<file path="config.mk">
export PLATFORM = sky130hd
export DESIGN_NAME = bwd_ctrl
export DESIGN_NICKNAME = d
export VERILOG_FILES = /design/src/rtl/bwd_pkg.sv /design/src/rtl/bwd_ctrl.sv
export SDC_FILE = /design/constraint.sdc
export NUM_CORES = 1
export LEC_CHECK = 0
export BUFFER_PORTS_ARGS = -buffer_cell sky130_fd_sc_hd__buf_2
export CORE_MARGIN = 2
export CORE_UTILIZATION = 45
export CTS_BUF_LIST = sky130_fd_sc_hd__clkbuf_2 sky130_fd_sc_hd__clkbuf_4 sky130_fd_sc_hd__clkbuf_8
export DETAILED_ROUTE_END_ITERATION = 6
export MAX_ROUTING_LAYER = met4
export PLACE_DENSITY_LB_ADDON = 0.15
export SYNTH_ARGS = -nofsm -noshare
export SYNTH_HDL_FRONTEND = slang
export SYNTH_SLANG_ARGS = --single-unit
export TNS_END_PERCENT = 5
</file>
<file path="constraint.sdc">
create_clock -name clk -period 2 [get_ports clk]
set_clock_uncertainty 0.15 [all_clocks]
set_input_delay 0.5 -clock clk [delete_from_list [all_inputs] [get_ports clk]]
set_output_delay 0.5 -clock clk [all_outputs]
set_load 0.05 [all_outputs]
</file>
<file path="src/rtl/bwd_pkg.sv">
// Shared types, constants and helper functions for the Bayer window demosaic.
// Used by the interfaces, the controller, the datapath and the top level.
`default_nettype none
package bwd_pkg;

  localparam int DEF_MAX_WIDTH  = 8192;
  localparam int DEF_MAX_HEIGHT = 8192;

  localparam int SAMPLE_W   = 16;
  localparam int DIM_W      = 14;
  localparam int GAIN_W     = 24;
  localparam int ACC_W      = 22;  // 52 * 65535 fits
  localparam int CNT_W      = 5;   // up to 25 taps
  localparam int PROD_W     = ACC_W + GAIN_W;
  localparam int DIVD_W     = PROD_W - 18;
  localparam int CFG_IDX_W  = 4;
  localparam int CFG_DATA_W = 24;

  typedef enum logic [CFG_IDX_W-1:0] {
    REG_PATTERN    = 4'd0,
    REG_MOS_WIDTH  = 4'd1,
    REG_MOS_HEIGHT = 4'd2,
    REG_OUT_WIDTH  = 4'd3,
    REG_OUT_HEIGHT = 4'd4,
    REG_GAIN_RED   = 4'd5,
    REG_GAIN_GREEN = 4'd6,
    REG_GAIN_BLUE  = 4'd7
  } reg_idx_t;

  typedef enum logic [1:0] {
    CH_RED   = 2'd0,
    CH_GREEN = 2'd1,
    CH_BLUE  = 2'd2
  } chan_t;

  typedef enum logic [3:0] {
    ST_IDLE,
    ST_READ,
    ST_WRITE,
    ST_SHIFT,
    ST_TAP,
    ST_MUL,
    ST_DIVS,
    ST_DIV,
    ST_FIN
  } state_t;

  typedef struct packed {
    logic       accept;
    logic       rd_issue;
    logic [1:0] rd_k;
    logic       wr_en;
    logic       shift;
    logic       pos_adv;
    logic       tap_en;
    logic [2:0] tap_dy;
    logic [2:0] tap_dx;
    logic       mul_en;
    chan_t      chan;
    logic       div_start;
    logic       res_store;
    logic       out_load;
  } dp_cmd_t;

  typedef struct packed {
    logic emit;
    logic div_done;
  } dp_status_t;

  // colour per pattern, indexed by {row parity, col parity}; 0 red, 1 green, 2 blue
  localparam logic [1:0] COLOUR_TABLE [4][4] = '{
    '{2'd1, 2'd0, 2'd2, 2'd1},
    '{2'd0, 2'd1, 2'd1, 2'd2},
    '{2'd2, 2'd1, 2'd1, 2'd0},
    '{2'd1, 2'd2, 2'd0, 2'd1}
  };

  function automatic logic [1:0] colour_of(input logic [1:0] pat, input logic [1:0] idx);
    return COLOUR_TABLE[pat][idx];
  endfunction

  function automatic logic [4:0] tap_weight(input logic [2:0] dy, input logic [2:0] dx);
    logic [4:0] w;
    if (dy == 3'd2 && dx == 3'd2) w = 5'd16;
    else if (dy == 3'd2 || dx == 3'd2)
      w = (dy == 3'd1 || dy == 3'd3 || dx == 3'd1 || dx == 3'd3) ? 5'd4 : 5'd1;
    else w = 5'd1;
    return w;
  endfunction

endpackage
`default_nettype wire

</file>
<file path="src/rtl/bwd_ctrl.sv">
// Sequencing state machine for the Bayer window demosaic.
// Depends on bwd_pkg for the state, command and status types.
`default_nettype none
module bwd_ctrl (
  input  wire logic                clk,
  input  wire logic                rst,
  input  wire logic                in_valid,
  output logic                     in_ready,
  output logic                     out_valid,
  input  wire logic                out_ready,
  input  wire bwd_pkg::dp_status_t stat,
  output bwd_pkg::dp_cmd_t         cmd
);
  import bwd_pkg::*;

  state_t     state, state_next;
  logic [1:0] rd_k, rd_k_next;
  logic [2:0] dy, dy_next, dx, dx_next;
  chan_t      chan, chan_next;
  logic       out_valid_next;

  always_ff @(posedge clk) begin
    if (rst) begin
      state     <= ST_IDLE;
      rd_k      <= '0;
      dy        <= '0;
      dx        <= '0;
      chan      <= CH_RED;
      out_valid <= 1'b0;
    end else begin
      state     <= state_next;
      rd_k      <= rd_k_next;
      dy        <= dy_next;
      dx        <= dx_next;
      chan      <= chan_next;
      out_valid <= out_valid_next;
    end
  end

  always_comb begin
    state_next     = state;
    rd_k_next      = rd_k;
    dy_next        = dy;
    dx_next        = dx;
    chan_next      = chan;
    out_valid_next = out_valid && !out_ready;
    in_ready       = 1'b0;
    cmd            = '0;
    cmd.rd_k       = rd_k;
    cmd.tap_dy     = dy;
    cmd.tap_dx     = dx;
    cmd.chan       = chan;
    case (state)
      ST_IDLE: begin
        in_ready = 1'b1;
        if (in_valid) begin
          cmd.accept = 1'b1;
          rd_k_next  = '0;
          state_next = ST_READ;
        end
      end
      ST_READ: begin
        cmd.rd_issue = 1'b1;
        rd_k_next    = rd_k + 2'd1;
        if (rd_k == 2'd3) state_next = ST_WRITE;
      end
      ST_WRITE: begin
        cmd.wr_en  = 1'b1;
        state_next = ST_SHIFT;
      end
      ST_SHIFT: begin
        cmd.shift   = 1'b1;
        cmd.pos_adv = 1'b1;
        dy_next     = '0;
        dx_next     = '0;
        state_next  = stat.emit ? ST_TAP : ST_IDLE;
      end
      ST_TAP: begin
        cmd.tap_en = 1'b1;
        if (dx == 3'd4) begin
          dx_next = '0;
          dy_next = dy + 3'd1;
          if (dy == 3'd4) begin
            chan_next  = CH_RED;
            state_next = ST_MUL;
          end
        end else begin
          dx_next = dx + 3'd1;
        end
      end
      ST_MUL: begin
        cmd.mul_en = 1'b1;
        state_next = ST_DIVS;
      end
      ST_DIVS: begin
        cmd.div_start = 1'b1;
        state_next    = ST_DIV;
      end
      ST_DIV: begin
        if (stat.div_done) begin
          cmd.res_store = 1'b1;
          if (chan == CH_BLUE) begin
            state_next = ST_FIN;
          end else begin
            chan_next  = (chan == CH_RED) ? CH_GREEN : CH_BLUE;
            state_next = ST_MUL;
          end
        end
      end
      ST_FIN: begin
        if (!out_valid || out_ready) begin
          cmd.out_load   = 1'b1;
          out_valid_next = 1'b1;
          state_next     = ST_IDLE;
        end
      end
      default: state_next = ST_IDLE;
    endcase
  end
endmodule
`default_nettype wire

</file>
# After elaboration in Yosys (flattened, before gate mapping)
# Index checks and enable logic that the tools add are counted.
[op_classes]
eq_ne = 19
n_addsub = 3
n_mux = 36
n_reduce_logical = 13
[op_table]
columns = ["operator", "count"]
rows = [
  ["4-bit one-hot mux with 9 select lines", 1],
  ["4-bit two-way mux", 7],
  ["4-bit by 3-bit == test with 1-bit output (second input constant)", 4],
  ["1-bit two-way mux", 14],
  ["2-bit two-way mux", 7],
  ["2-bit != test (second input constant)", 7],
  ["3-bit one-hot mux with 2 select lines", 2],
  ["3-bit two-way mux", 3],
  ["4-bit by 2-bit == test with 1-bit output (second input constant)", 2],
  ["2-bit one-hot mux with 2 select lines", 2],
  ["3-bit by 1-bit adder with 3-bit output (second input constant)", 2],
  ["3-bit == test (second input constant)", 2],
  ["6-bit AND reduction", 1],
  ["2-bit nonzero test", 3],
  ["5-bit AND reduction", 1],
  ["2-bit == test (second input constant)", 2],
  ["4-bit by 1-bit == test with 1-bit output (second input constant)", 1],
  ["4-bit == test (second input constant)", 1],
  ["4-bit zero test", 1],
  ["2-bit AND reduction", 2],
  ["2-bit by 1-bit adder with 2-bit output (second input constant)", 1],
  ["1-bit zero test", 2],
  ["2-bit zero test", 1],
  ["1-bit logical AND", 1],
  ["1-bit logical OR", 1],
]
[word_totals]
reg_bits = 15
output_inout_bits = 22
inputBits = 6
wordCells = 77

# Logic depth before layout (Yosys ltp)
# Gate-level depths: netlist of the first run.
[depth]
ltp_word = 5
ltp_mapped = 6
ltp_nobuf = 6

# Least setup slack after synthesis of the first run
# OpenSTA, ideal clock, no wires.
[synth_timing]
path_type = "flip-flop to output port"
startpoint = "register state[0]"
endpoint = "output port cmd[19] (netlist name)"
path_stages_with_launch = 4
n_path_buf = 1
t_required_ns = 1.350
t_arrival_ns = 2.691
path_slack_ns = -1.341
path_cell_list = "dfxtp_1 -> buf_2 -> nor4_1 -> and2_1"
[synth_rtl]
columns = ["item", "line_no", "source"]
rows = [
  ["start, declared", "bwd_ctrl.sv:16", "state_t state, state_next;"],
  ["start signal, assigned", "bwd_ctrl.sv:31", "state <= state_next;"],
  ["end, declared", "bwd_ctrl.sv:12", "output bwd_pkg::dp_cmd_t cmd"],
]

==> impl_metrics.json, run 1 <==
{
  "fmax_mhz": 473.9,
  "yosys.area.top_type_share_pct": 33.90,
  "synthTopCellsByArea": "dfxtp_1, ha_1, mux2i_1, nor2_1, nand2b_1",
  "hpwl_mm": 1.531,
  "grt_max_degree": 18,
  "grt_pass1_vias": 779,
  "clkSinkCount": 15,
  "cts_buffer_depth": 2,
  "cts_tree": "yes",
  "yosysTopAreaCell": "dfxtp_1",
  "vdd_ir_drop_max_mv": 0.5288,
  "die-area_mm2": 0.002340,
  "drive_above_1_share_pct": 41.61,
  "ys.flop_type": "dfxtp_1",
  "drv_slew": 0,
  "dr_total_vias": 890,
  "fillers": 169,
  "portBuffers": 27,
  "cts-root-buf": "clkbuf_4",
  "relSlewSlack_pct": 79.28,
  "cts_buffers": 3,
  "synth_edf_count": 0,
  "routed_wl_mm": 2.118,
  "fp.coreArea_mm2": 0.001902,
  "syn_inst": 104,
  "drt_iter0_drc": 11,
  "period_share_pct": 105.5,
  "seq_area_frac_synth_pct": 33.90,
  "viasPerCell": 5.427,
  "multi_input_area_um2": 578.1,
  "violations": "setup timing",
  "holdBufCountCts": 0,
  "hold_class": "flip-flop to flip-flop",
  "grt-ovfl-total": 0,
  "worst-slew-pin-transition_ps": 310.7,
  "gp_congestion": 0.8114,
  "grt_pass1_wl_mm": 3.436,
  "finalHoldViolations": 0,
  "cp_max_fo": 6,
  "path_clk_slew_ps": 90,
  "setup.worst_path.start_class": "flip-flop",
  "num_rows": 16,
  "ant_nets": 0,
  "die_w_um": 48.37,
  "dpl_worst_slack_ps": 100.2,
  "status": "complete, but fails checks",
  "synth.avg_cell_area_um2": 8.518,
  "yosys_warnings": 0,
  "first_pass_iters": 5,
  "antenna_found_initial": 0,
  "final_area_mm2": 0.001259,
  "leakage_nw": 0.5637,
  "initial_utilization_pct": 46.58,
  "crit_path_end_kind": "output port",
  "synth_nets": 115,
  "synth.most_common_cell": "dfxtp_1",
  "ys_types": 39,
  "postPlaceCellArea_mm2": 0.001117,
  "die_h_um": 48.37,
  "ys_top_cells_by_count": "dfxtp_1, nor2_1, a21oi_1, nor3_1",
  "timing.final.ws_setup_ps": -110.4,
  "maxCapViolations": 0,
  "async_flop_share_pct": 0,
  "critical_path_arrival_ps": 1460,
  "drcViolationCount": 0,
  "power.total_mw": 0.9597,
  "final_cells": 164,
  "final-setup-viol-count": 5,
  "diodes": 0,
  "criticalPathCategory": "flip-flop to output port",
  "r2r_setup_slack_ps": 200,
  "area_delta_synth_final_pct": 42.09,
  "final-seq-area_um2": 305.3,
  "post_drt_wl_per_cell_um": 12.91,
  "holdWs_ps": 385.2,
  "syn-cell-area_um2": 885.9,
  "grt_use_total_pct": 19.50,
  "period_needed_ps": 2110,
  "ios": 28,
  "worstSkewPairLatency_ps": 280,
  "ys_ff_latch": 15,
  "htree_levels": 1,
  "finalSetupTns_ps": -258.7,
  "fin_nets": 149,
  "rsz0062_at_grt": "true",
  "cellPowerDensity_mw_per_mm2": 762.5,
  "worstPathRequired_ps": 1350,
  "post-route-util_pct": 66.18,
  "dp_cells": 159
}
## sequential cells by signal, summed over array words and instances (netlist names)
register and flops:
dx 3, state 4, chan 2, dy 3, out_valid 1, rd_k 2
## what timing repair did
action,CTS,global route
endpoints found under the hold margin,0,0
gates resized for setup,25,11
pin swaps,3,2
setup endpoints to repair,10,11
setup buffers,0,1
## layout make-up
type                    instances  area share (%)
clock buffers                   4           2.386
repair buffers                 36           22.86
flip-flops and latches         15           24.25
multi-input cells              76           45.92
well taps                      27           2.684
inverters                       6           1.889
## logic make-up (layout without fill, tap and decap cells)
family	count (synthesis)	count (layout)	share of synthesized area [%]
xor gates and xnor gates	1	1	0.9889
muxes	5	5	5.650
adders and majority gates	5	5	7.062
AOI/OAI and AO/OA	20	20	15.26
buffers and inverters	13	46	6.638
DFF	15	15	33.90
and+or+nand+nor	45	45	30.51
## path summary, 6_finish.rpt
| check | depth (start not counted) | endpoint | start |
|---|---|---|---|
| max | 3 | cmd[0] | state[1]$_SDFFE_PP0P_ |
| min reg2reg | 2 | rd_k[1]$_SDFFE_PP0P_ | rd_k[1]$_SDFFE_PP0P_ |
| max reg2reg | 6 | chan[0]$_SDFFE_PP0P_ | dx[0]$_SDFFE_PP0P_ |
| min | 2 | rd_k[1]$_SDFFE_PP0P_ | rd_k[1]$_SDFFE_PP0P_ |
## worst max-delay path, cell delays in order (launching register included)
cell and delay, ps:
dfxtp_2 360, or4b_4 520, nor2b_2 130, buf_6 160
## layout by cell type (no fill, tap or decap), types with 2 or more instances in the layout
cell and count:
dfxtp_1 11, o21ai_0 2, mux2i_1 5, nor3_1 4, o21ai_1 3, nor2_1 13
buf_8 2, nand2b_1 4, nor3_2 2, dfxtp_2 4, buf_4 8, nand3_1 3
buf_2 16, nand3b_1 2, a22oi_1 2, ha_1 5, buf_6 8, a21oi_1 6
and2_1 2, inv_1 5, clkbuf_4 5, or4b_4 2
## power by group
| part | internal [mW] | switching [mW] |
|---|---|---|
| Combinational | 0.164 | 0.262 |
| Clock | 0.0910 | 0.102 |
| Sequential | 0.320 | 0.0205 |
| Total | 0.575 | 0.385 |
## layer usage
metal	part of all wire, %	track usage (%)	routed length (µm)	vias to the layer above
met3	4.5	4.012	96	4
met2	48	30.79	1007	22
met5	0	-	0	-
met1	46	24.27	980	426
li1	-	-	-	438
met4	1.6	8.571	34	0
No activity file was read; power rests on OpenSTA's default activity.
==> run 2: changes to the inputs <==
--- a/config.mk
+++ b/config.mk
@@ -5,6 +5,7 @@
 export SDC_FILE = /design/constraint.sdc
 export NUM_CORES = 1
 export LEC_CHECK = 0
+export ABC_AREA = 1
 export BUFFER_PORTS_ARGS = -buffer_cell sky130_fd_sc_hd__buf_2
 export CORE_MARGIN = 2
 export CORE_UTILIZATION = 45
==> impl_metrics.json, run 2 <==
{
  "fmax_mhz": 514.9,
  "relSlewSlack_pct": 81.19,
  "ys.flop_type": "dfxtp_1",
  "setup.worst_path.start_class": "flip-flop",
  "syn_inst": 152,
  "drt_iter0_drc": 38,
  "period_share_pct": 97.10,
  "rsz0062_at_grt": "true",
  "ys_top_cells_by_count": "nand2_1, nor2_1, inv_1",
  "yosys.area.top_type_share_pct": 30.97,
  "leakage_nw": 0.6499,
  "fp.coreArea_mm2": 0.002002,
  "syn-cell-area_um2": 969.7,
  "antenna_found_initial": 0,
  "dr_total_vias": 1046,
  "synthTopCellsByArea": "dfxtp_1, nand2_1, nor2_1, inv_1, nand3_1",
  "die_h_um": 50.42,
  "cellPowerDensity_mw_per_mm2": 1453,
  "grt_max_degree": 10,
  "ys_types": 20,
  "holdWs_ps": 312.0,
  "clkSinkCount": 15,
  "vdd_ir_drop_max_mv": 1.223,
  "synth_edf_count": 0,
  "die-area_mm2": 0.002542,
  "drv_slew": 0,
  "gp_congestion": 0.9897,
  "htree_levels": 1,
  "multi_input_area_um2": 605.6,
  "first_pass_iters": 4,
  "ios": 28,
  "top_regs": "state (4), dx (3), dy (3)",
  "worstSkewPairLatency_ps": 290,
  "cp_max_fo": 5,
  "synth.avg_cell_area_um2": 6.379,
  "mostFrequentLayoutCell": "nand2_1",
  "num_rows": 16,
  "criticalPathCategory": "flip-flop to output port",
  "fillers": 187,
  "maxCapViolations": 0,
  "holdBufCountCts": 0,
  "yosys_warnings": 0,
  "cts_tree": "yes",
  "drive_above_1_share_pct": 34.05,
  "status": "complete, no violations",
  "worst-slew-pin-transition_ps": 281.2,
  "synth.most_common_cell": "nand2_1",
  "cts_buffer_depth": 2,
  "crit_path_end_kind": "output port",
  "finalHoldViolations": 0,
  "initial_utilization_pct": 48.44,
  "die_w_um": 50.42,
  "worstPathRequired_ps": 1350,
  "viasPerCell": 4.934,
  "seq_area_frac_synth_pct": 30.97,
  "path_clk_slew_ps": 90,
  "grt_use_total_pct": 19.30,
  "final-setup-viol-count": 0,
  "final_cell_mix": "nand2_1, nor2_1, buf_2",
  "power.total_mw": 1.871,
  "hpwl_mm": 1.742,
  "area_delta_synth_final_pct": 32.77,
  "period_needed_ps": 1942,
  "cts-root-buf": "clkbuf_4",
  "fin_nets": 197,
  "portBuffers": 27,
  "largest_register_ffs": 4,
  "top_register": "state",
  "ys_ff_latch": 15,
  "post_drt_wl_per_cell_um": 10.81,
  "grt_pass1_vias": 856,
  "cts_buffers": 3,
  "critical_path_arrival_ps": 1290,
  "async_flop_share_pct": 0,
  "synth_nets": 163,
  "ant_nets": 0,
  "grt-ovfl-total": 0,
  "drcViolationCount": 0,
  "hold_class": "input pin to flip-flop",
  "yosysTopAreaCell": "dfxtp_1",
  "grt_pass1_wl_mm": 3.643,
  "routed_wl_mm": 2.291,
  "final-seq-area_um2": 315.3,
  "diodes": 0
}
run 2: cell families (layout without fill, tap and decap cells):
logic type	Yosys count	after routing	synth area share, %
xor gates and xnor gates	2	2	1.807
DFF	15	15	30.97
buffers and inverters	26	59	10.45
adders and majority gates	5	5	6.452
and+or+nand+nor	90	90	43.10
AOI/OAI and AO/OA	14	14	7.225
run 2: path summary, 6_finish.rpt:
| check | startpoint | cells past startpoint | slack, ps | to |
|---|---|---|---|---|
| setup / recovery | state[3]$_SDFFE_PP0P_ | 6 | 60 | cmd[1] |
| hold / removal | rst | 2 | 310 | dy[2]$_SDFFE_PP0P_ |
| setup reg to reg | dx[0]$_SDFFE_PP0P_ | 9 | 380 | state[3]$_SDFFE_PP0P_ |
| hold reg to reg | rd_k[1]$_SDFFE_PP0P_ | 2 | 350 | rd_k[1]$_SDFFE_PP0P_ |
run 2: per-layer routing:
layer,vias to the layer above,GRT usage (%),wire length [µm]
li1,537,-,-
met1,468,25.23,1034
met2,37,30.04,1078
met3,4,3.571,153
met4,0,6.757,25
met5,-,-,0
run 2: critical path: stages (launching register included):
cell and delay (ps):
dfxtp_4 380, inv_6 80, nand2_8 70, nor2_4 130
inv_2 40, nor2_1 120, buf_6 170
run 2: repair_timing:
action / in CTS / in global routing
pin swaps: 0 / 2
endpoints found under the setup margin: 11 / 10
buffers inserted: 0 / 3
cloned: 0 / 0
endpoints found under the hold margin: 0 / 0
resized for setup: 11 / 25
run 2: power breakdown:
part           switching (mW)  internal, mW  total [mW]  leakage (nW)
logic                   0.818         0.360        1.18         0.507
registers               0.114         0.384       0.498         0.125
clock network           0.103        0.0912       0.195        0.0184
run 2: layout make-up:
type                       count  area share [%]
multi-input combinational    111           47.04
sequential                    15           24.49
timing repair buffer          30           15.84
inverter                      25           7.677
tap                           27           2.624
clock buffer                   4           2.332
run 2: stage by stage:
step | util, % | TNS, ps | setup slack (ps) | area [µm²] | std cells
6_report | 64.31 | 0 | 58.04 | 1287 | 212
3_5_place_dp | 57.06 | 0 | 116.2 | 1142 | 205
2_1_floorplan | - | -482.9 | -270.3 | 980.9 | 152
3_3_place_gp | 57.06 | 0 | 120.1 | 1142 | 205
4_1_cts | 59.69 | -107.0 | -41.70 | 1195 | 209
5_1_grt | 64.31 | -29.96 | -17.46 | 1287 | 212
